## config.mk

```make
export PLATFORM = sky130hd
export DESIGN_NAME = lstk_cell
export DESIGN_NICKNAME = d
export VERILOG_FILES = /design/src/rtl/lstk_pkg.sv /design/src/rtl/lstk_cell.sv
export SDC_FILE = /design/constraint.sdc
export NUM_CORES = 1
export LEC_CHECK = 0
export BUFFER_PORTS_ARGS = -buffer_cell sky130_fd_sc_hd__buf_2
export CAP_MARGIN = 5
export CORE_MARGIN = 2
export CORE_UTILIZATION = 39
export DETAILED_ROUTE_END_ITERATION = 8
export PLACE_DENSITY = 0.79
export RECOVER_POWER = 100
export REMOVE_ABC_BUFFERS = 1
export SYNTH_ARGS = -nofsm -noshare
export SYNTH_HDL_FRONTEND = slang
export SYNTH_SLANG_ARGS = --single-unit
```

## constraint.sdc

```tcl
create_clock -name clk -period 1.4 [get_ports clk]
set_clock_uncertainty 0.2 [all_clocks]
set_input_delay 0.28 -clock clk [delete_from_list [all_inputs] [get_ports clk]]
set_output_delay 0.28 -clock clk [all_outputs]
set_load 0.05 [all_outputs]
```

## src/rtl/lstk_pkg.sv

```systemverilog
// Shared types and constants for the LIFO stack with search.
// No dependencies; imported by lstk_cell, lifo_stack_with_search_unit and the sim checker and testbench.
package lstk_pkg;

    localparam int WORD_W    = 32;
    localparam int FILL_W    = 7;
    localparam int FIDX_W    = 6;
    localparam int DEPTH_DEF = 64;

    typedef enum logic [1:0] {
        REQ_PUSH   = 2'd0,
        REQ_POP    = 2'd1,
        REQ_PEEK   = 2'd2,
        REQ_SEARCH = 2'd3
    } req_t;

    typedef enum logic [1:0] {
        ST_OK        = 2'd0,
        ST_OVERFLOW  = 2'd1,
        ST_EMPTY     = 2'd2,
        ST_NOT_FOUND = 2'd3
    } status_t;

    // per-cycle command broadcast to every cell of the chain
    typedef struct packed {
        logic push;       // shift words one cell toward the bottom
        logic pop;        // shift words one cell toward the top
        logic load_hit;   // latch local compare against the key
        logic shift_hit;  // move hit flags one cell toward the top
    } cell_cmd_t;

endpackage

```

## src/rtl/lstk_cell.sv

```systemverilog
// One stack slot: word, valid flag and search hit flag.
// Depends on lstk_pkg; instantiated in a chain by lifo_stack_with_search_unit.
module lstk_cell
(
    input  logic                                clk,
    input  logic                                rst_n,
    input  lstk_pkg::cell_cmd_t                 cmd,
    input  logic signed [lstk_pkg::WORD_W-1:0]  key,
    input  logic signed [lstk_pkg::WORD_W-1:0]  above_data,
    input  logic                                above_valid,
    input  logic signed [lstk_pkg::WORD_W-1:0]  below_data,
    input  logic                                below_valid,
    input  logic                                below_hit,
    output logic signed [lstk_pkg::WORD_W-1:0]  data,
    output logic                                valid,
    output logic                                hit
);
    import lstk_pkg::*;

    logic signed [WORD_W-1:0] data_reg, data_next;
    logic                     valid_reg, valid_next;
    logic                     hit_reg, hit_next;

    always_comb
    begin
        data_next  = data_reg;
        valid_next = valid_reg;
        hit_next   = hit_reg;
        if (cmd.push)
        begin
            data_next  = above_data;
            valid_next = above_valid;
        end
        else if (cmd.pop)
        begin
            data_next  = below_data;
            valid_next = below_valid;
        end
        if (cmd.load_hit)
        begin
            hit_next = valid_reg && (data_reg == key);
        end
        else if (cmd.shift_hit)
        begin
            hit_next = below_hit;
        end
    end

    always_ff @(posedge clk or negedge rst_n)
    begin
        if (!rst_n)
        begin
            valid_reg <= 1'b0;
            hit_reg   <= 1'b0;
        end
        else
        begin
            valid_reg <= valid_next;
            hit_reg   <= hit_next;
        end
    end

    always_ff @(posedge clk)
    begin
        data_reg <= data_next;
    end

    assign data  = data_reg;
    assign valid = valid_reg;
    assign hit   = hit_reg;

endmodule

```

; After elaboration in Yosys (flattened, before gate mapping)
; Index checks and enable logic that the tools add are counted.
[word_totals]
input_bits = 105
elab_cells = 13
reg_bits = 34
out_inout_bits = 34
[op_classes]
n_reduce_logical = 3
muxes = 6
n_eq_ne = 1
[ops]
columns = operator, n
row1 = two-way mux 32 bit, 2
row2 = equality test 32 bit, 1
row3 = two-way mux 1 bit, 4
row4 = nonzero test 2 bit, 2
row5 = logical AND 1 bit, 1

; Longest topological paths before layout
; Gate-level depths: netlist of run 1.
[depth]
word_depth = 3
ltp_mapped = 4
depth_no_buf = 4

; Least setup slack after synthesis of run 1
; OpenSTA, ideal clock, no wires.
[synth_path]
kind = in2reg
from = input port cmd[3] (netlist bit)
to = register data_reg[0] (netlist: data[0]) (enable)
stages = 3
setup_time_ps = 375
required_time_ps = 825
n_path_buf = 2
path_slack_ps = -263
arrival_time_ps = 1089
path_cell_list = buf_2 > buf_4 > or2_2
[synth_between]
elab_chain_cells = 1
[synth_rtl]
columns = item, line_no
row1 = "start, declared", lstk_cell.sv:7  ; input lstk_pkg::cell_cmd_t cmd,
row2 = nonzero test 2 bit (no line), -
row3 = "end signal, assigned", lstk_cell.sv:65  ; data_reg <= data_next;
row4 = "end, declared", lstk_cell.sv:20  ; logic signed [WORD_W-1:0] data_reg, data_next;
; Every way passes these cells.
; A chain may end at the register's enable or synchronous reset.

; Final worst setup path of run 1
[layout_path]
from = register data_reg[30] (netlist: data[30])
to = register hit_reg (netlist: hit)
[layout_between]
elab_chain_cells = 3
[layout_rtl]
columns = item, line_no
row1 = equality test 32 bit, lstk_cell.sv:41  ; hit_next = valid_reg && (data_reg == key);
row2 = logical AND 1 bit, lstk_cell.sv:41
row3 = two-way mux 1 bit, lstk_cell.sv:39  ; if (cmd.load_hit)
row4 = "end signal, assigned", lstk_cell.sv:59  ; hit_reg <= hit_next;
row5 = "end, declared", lstk_cell.sv:22  ; logic hit_reg, hit_next;
; Every way passes these cells.

==> flow_summary.yaml, run 1 <==
critical_path:
  cp-startpoint: "data[30]"
  worst_path_max_delay_cell: "edfxtp_1"
  start_kind: "flip-flop"
  worst_setup_end_kind: "flip-flop"
  worst-endpoint-arrival_ns: 1.55
  cpPeakStageDelay_ns: 0.42
  path_buf_inv: 1
  path_max_fanout: 2
  worst-setup-path-type: "flip-flop to flip-flop"
  r2r-start: "data[30]"
  cp_top_delay_family: "flip-flops"
  crit_path_cell_trace: "xnor2_1, nand4_1, nor4_2, buf_4, a31o_1"
  crit_required_ns: 1.42
clock_tree:
  clk_transition_reported_paths_ns: 0.07
  tritoncts_clock_tree: "built"
  tritoncts.num_buffers: 5
  ctsLongestPathBuffers: 2
  numClockSinks: 34
  htree_levels: 2
  clk_latency_ns: 0.28
  clk_root_buffer_cell: "clkbuf_8"
global_routing:
  grt_first_pass_wirelength_um: 7310
  groute.usage.overall_pct: 18.9
  grt_antenna_before_repair: 0
  grt_overflow_total: 0
  grt_start_max_net_pins: 18
  vias_in_the_first_global_route: 1644
drt:
  drt-vias-per-instance: 4.71
  drt_iter0_drc: 41
  avgRoutedWirePerCell_um: 15.1
  post_detailed_routing_wire_length_um: 4930
  detailroute.via_count: 1535
  detailedRoute.firstPassIterationCount: 4
  drcViolationCount: 0
  postRouteAntennaNets: 0
cells_and_area:
  number_of_non_filler_instances_in_the_completed_layout: 326
  fin_area_um2: 2910
  num_antenna_cells: 0
  final_util_pct: 66.3
  finish.net_count: 378
  largest_reg_flops: 32
  area.growth.synth_to_final_pct: 62.2
  drive_gt1_share_pct: 69.3
synthesis:
  post_synth_most_frequent_cells: "edfxtp_1, mux2_2, xnor2_1"
  synth-seq-area-share_pct: 56.4
  synth_top_cells_by_area: "edfxtp_1, mux2_2, xnor2_1"
  ys.flop_type: "edfxtp_1"
  cell_count_after_synthesis: 120
  postSynthRegisterBits: 34
  yosys.area.top_type: "edfxtp_1"
  yosys_warnings: 0
  mean_post_synth_cell_area_um2: 14.9
  asr_flop_ratio_synth_pct: 5.88
  synth_edf_count: 32
  yosysTopAreaCellShare_pct: 53.6
  syn_area_um2: 1790
  yosys.cell_types.count: 17
power_and_ir_drop:
  power.switching_fraction_pct: 32.6
  comb_power_share_pct: 34.2
  power.density_cell_area_nw_per_um2: 1080
  clock_power_share_pct: 23.2
  leakagePower_nw: 1.29
  peakVddDrop_mv: 0.626
  seq_power_share_pct: 42.5
  intPower_w: 0.00212
  netSwitchingPower_w: 0.00103
  report.power.total_w: 0.00315
timing:
  slew_violations: 0
  worst_hold_slack_ns: 0.0196
  post-route-worst-setup-slack_ns: -0.135
  finalCritPeriodShare_pct: 110
  maxClockFrequency_ghz: 0.651
  worst_pin_slew_ns: 0.324
  rsz0062_at_grt: "true"
  setup_violations: 5
  finalHoldViolCount: 0
  layout_min_cycle_time_ns: 1.54
  timing.max_slew.rel_slack_pct: 78.4
min_path:
  worstHoldPathType: "input port to flip-flop"
  min_from: "above_valid"
die:
  pin_count: 139
  die-area_um2: 5160
  floorplan.core_area_um2: 4380
  rows: 24
  die_width_um: 71.8
  die_h_um: 71.8
  initial_utilization_pct: 40.9
run:
  maxCapViolations: 0
place:
  gp_congestion: 0.779
  numPlacedInstances: 313
  place.port_buffers: 138
  hpwlAfterDp_um: 3880
  placement.cell_area_um2: 2600
status:
  failed_checks: "setup timing"
  run_status: "finished, violations left"
[per-stage QoR]
step,setup WS (ns),TNS (ns)
floorplan,-0.201,-0.201
finish,-0.135,-0.418
global route,-0.223,-1.26
global placement,-0.185,-2.04
CTS,-0.140,-0.157
detailed placement,-0.230,-2.15
[metal layers]
layer	global-route usage (%)	up-vias	part of all wire [%]
li1	-	753	-
met1	18.7	716	34
met2	36.3	58	59
met3	4.92	8	5.3
met4	8.39	0	1.9
met5	0	-	0
[cells in the final DEF, fill, tap and decap left out, drive strengths merged]
cell / instances
nand2: 1
or2: 1
nor2: 1
dfrtp: 2
edfxtp: 32
nor3: 1
o21ai: 1
mux2i: 2
nand3: 1
clkinv: 1
mux2: 32
dlygate4sd3: 1
xor2: 3
a31o: 1
nor4: 2
clkbuf: 15
buf: 141
nand4: 7
xnor2: 29
[logic make-up after synthesis]
group / Yosys count / synth area share, %
xor+xnor: 32 / 15.6
compound gates: 2 / 0.767
simple gates: 14 / 4.47
buf+inv: 4 / 1.53
mux: 34 / 21.2
flops: 34 / 56.4
[repair_timing]
action,CTS,global route
resized for setup,33,39
buffers inserted,0,4
pin swaps,3,1
hold buffers,1,0
setup endpoints to repair,29,32
hold endpoints to repair,2,0
[worst min-delay path: stages]
cell and delay [ns]:
buf_2 0.07, nand2_1 0.04, o21ai_0 0.07
[final cells by class]
cell class                      count  area (um2)
Fill cell                         359        1480
Sequential cell                    34        1010
Clock inverter                      1        5.00
Timing Repair Buffer              150         966
Clock buffer                        7        86.3
Tap cell                           52        65.1
Multi-Input combinational cell     82         774
[path summary, 6_finish.rpt]
path	to	depth (start not counted)	slack (ns)
worst max register to register	hit	5	-0.14
worst min register to register	hit	3	0.43
min in group asynchronous	hit	2	0.15
worst min-delay path	valid	3	0.02
max in group asynchronous	valid	2	0.71
worst max-delay path	hit	5	-0.14
[power groups by stage]
stage               registers (W)  clock network (W)  logic, W
floorplan                 0.00172                  0  0.000224
global placement          0.00133                  0  0.000932
detailed placement        0.00134                  0  0.000943
CTS                       0.00133           0.000747   0.00101
global route              0.00135           0.000794   0.00114
finish                    0.00134           0.000733   0.00108
Power figures use the tool's default switching activity.
==> inputs of run 2 (changes only) <==
- CORE_MARGIN: 2 -> 10
==> run 2 against run 1 <==
  * The flow still finishes with violations (setup timing)
  * Clock power is 9.4% lower
  * Highest routed layer unchanged
  * Critical path type unchanged
  * Non-clock buffer count shrank 4
  * Routed wire length increased by 23%
  * Sequential cell count did not move
  * Largest cell class unchanged
  * First-iteration DRC count rose by 46%
  * Fmax up 0.90%
  * Power down 2.4%
==> flow_summary.yaml, run 2 (synthesis results as in run 1) <==
die:
  initial_utilization_pct: 40.6
  die_width_um: 87.8
  floorplan.core_area_um2: 4410
  pin_count: 139
  die_h_um: 87.8
  rows: 24
  die-area_um2: 7710
global_routing:
  vias_in_the_first_global_route: 1762
  groute.usage.overall_pct: 14.3
  gr-usage-met1_pct: 12.8
  met2_usage_pct: 29.4
  grt_overflow_total: 0
  grt_first_pass_wirelength_um: 8600
  gr-max-usage-layer: "met2"
  gr-usage-met3_pct: 3.81
  grt_antenna_before_repair: 0
  grt_start_max_net_pins: 33
critical_path:
  crit_path_cell_trace: "xnor2_1, nand4_1, nor4_2, a31o_1"
  worst-endpoint-arrival_ns: 1.53
  r2r-start: "data[21]"
  path_max_fanout: 2
  cp_top_delay_family: "simple AND/OR/NAND/NOR gates"
  crit_required_ns: 1.41
  number_of_cells_traversed_by_the_worst_register_to_register_path: 4
  worst-setup-path-type: "flip-flop to flip-flop"
  crit_end: "hit"
  path_buf_inv: 0
  worst_setup_end_kind: "flip-flop"
  cpPeakStageDelay_ns: 0.41
  reg2reg_setup_slack_ns: -0.12
  start_kind: "flip-flop"
  worst_path_max_delay_cell: "edfxtp_1"
  worstSetupPathDepth: 4
  cp-startpoint: "data[21]"
  crit-reg2reg-capture: "hit"
timing:
  slew_violations: 0
  worst_pin_slew_ns: 0.405
  timing.max_slew.rel_slack_pct: 73.0
  rsz0062_at_grt: "true"
  maxClockFrequency_ghz: 0.657
  setup_violations: 4
  post-route-worst-setup-slack_ns: -0.121
  finalHoldViolCount: 0
  layout_min_cycle_time_ns: 1.52
  finalCritPeriodShare_pct: 109
cells_and_area:
  layout.filler_cells: 360
  layout_commonest_cell: "buf_2"
  multiInputGateArea_um2: 774
  layout.cells.most_common_list: "buf_2, mux2_2, edfxtp_1, xnor2_1, buf_6"
  drive_gt1_share_pct: 67.8
  area_of_all_sequential_standard_cells_um2: 1010
  num_antenna_cells: 0
  final_util_pct: 64.7
  finish.net_count: 374
  largest_reg_flops: 32
  area.growth.synth_to_final_pct: 59.4
min_path:
  worstHoldPathType: "input port to flip-flop"
  timing.hold.worst_path_depth: 3
drt:
  post_detailed_routing_wire_length_um: 6070
  drcViolationCount: 0
  detailedRoute.firstPassIterationCount: 4
  drt_iter0_drc: 60
  avgRoutedWirePerCell_um: 18.9
  drt-vias-per-instance: 4.75
  postRouteAntennaNets: 0
  detailroute.via_count: 1529
clock_tree:
  clk_latency_ns: 0.27
  clk_transition_reported_paths_ns: 0.06
  numClockSinks: 34
  tritoncts.num_buffers: 5
  ctsLongestPathBuffers: 2
  tritoncts_clock_tree: "built"
  clk_root_buffer_cell: "clkbuf_8"
  htree_levels: 2
status:
  run_status: "finished, violations left"
  failed_checks: "setup timing"
run:
  maxCapViolations: 0
power_and_ir_drop:
  leakagePower_nw: 1.26
  report.power.total_w: 0.00308
  peakVddDrop_mv: 0.830
  power.density_cell_area_nw_per_um2: 1080
place:
  gp_congestion: 0.770
  hpwlAfterDp_um: 4990
  place.port_buffers: 138
-- run 2: layer usage --
layer  up-vias  routed length (um)
met4         0                 116
met2        53                3800
li1        746                   -
met5         -                   0
met1       721                1790
met3         9                 372
-- run 2: final cells by class --
| cell class | instances | area share, % |
|---|---|---|
| Clock buffer | 8 | 2.80 |
| Multi-Input combinational cell | 82 | 27.1 |
| Sequential cell | 34 | 35.4 |
| Tap cell | 52 | 2.28 |
| Timing Repair Buffer | 146 | 32.4 |
-- run 2: worst min-delay path: cells and delay by family --
kind | cells | cell delay (ns)
buf+inv | 1 | 0.08
simple gates | 1 | 0.04
compound gates | 1 | 0.05
-- run 2: worst min path at each step --
stage	start	end	slack [ns]
2_1_floorplan	rst_n	hit	-0.22
3_3_place_gp	rst_n	hit	-0.13
3_5_place_dp	rst_n	valid	-0.13
4_1_cts	above_valid	valid	0.008
5_1_grt	above_valid	valid	0.04
6_report	above_valid	valid	0.01
-- run 2: through the flow --
step | instance area (um2) | setup WS [ns] | TNS [ns] | hold WS, ns | cells
after floorplan | 1770 | -0.201 | -0.201 | -0.216 | 116
after global placement | 2600 | -0.181 | -1.54 | -0.133 | 313
after detailed placement | 2600 | -0.202 | -1.63 | -0.131 | 313
after CTS | 2790 | -0.150 | -0.253 | 0.00818 | 322
after global routing | 2860 | -0.220 | -0.559 | 0.0352 | 322
final | 2860 | -0.121 | -0.261 | 0.0146 | 322
-- run 2: power by group --
group	internal, W	switching, W
clock	0.000353	0.000311
combinational	0.000468	0.000605
sequential	0.00125	0.0000958
-- run 2: what timing repair did --
action | 4_1_cts | 5_1_grt
buffers inserted | 0 | 1
resized for setup | 35 | 35
setup endpoints to repair | 29 | 29
endpoints found under the hold margin | 2 | 0
pin swaps | 2 | 6
hold buffers | 1 | 0
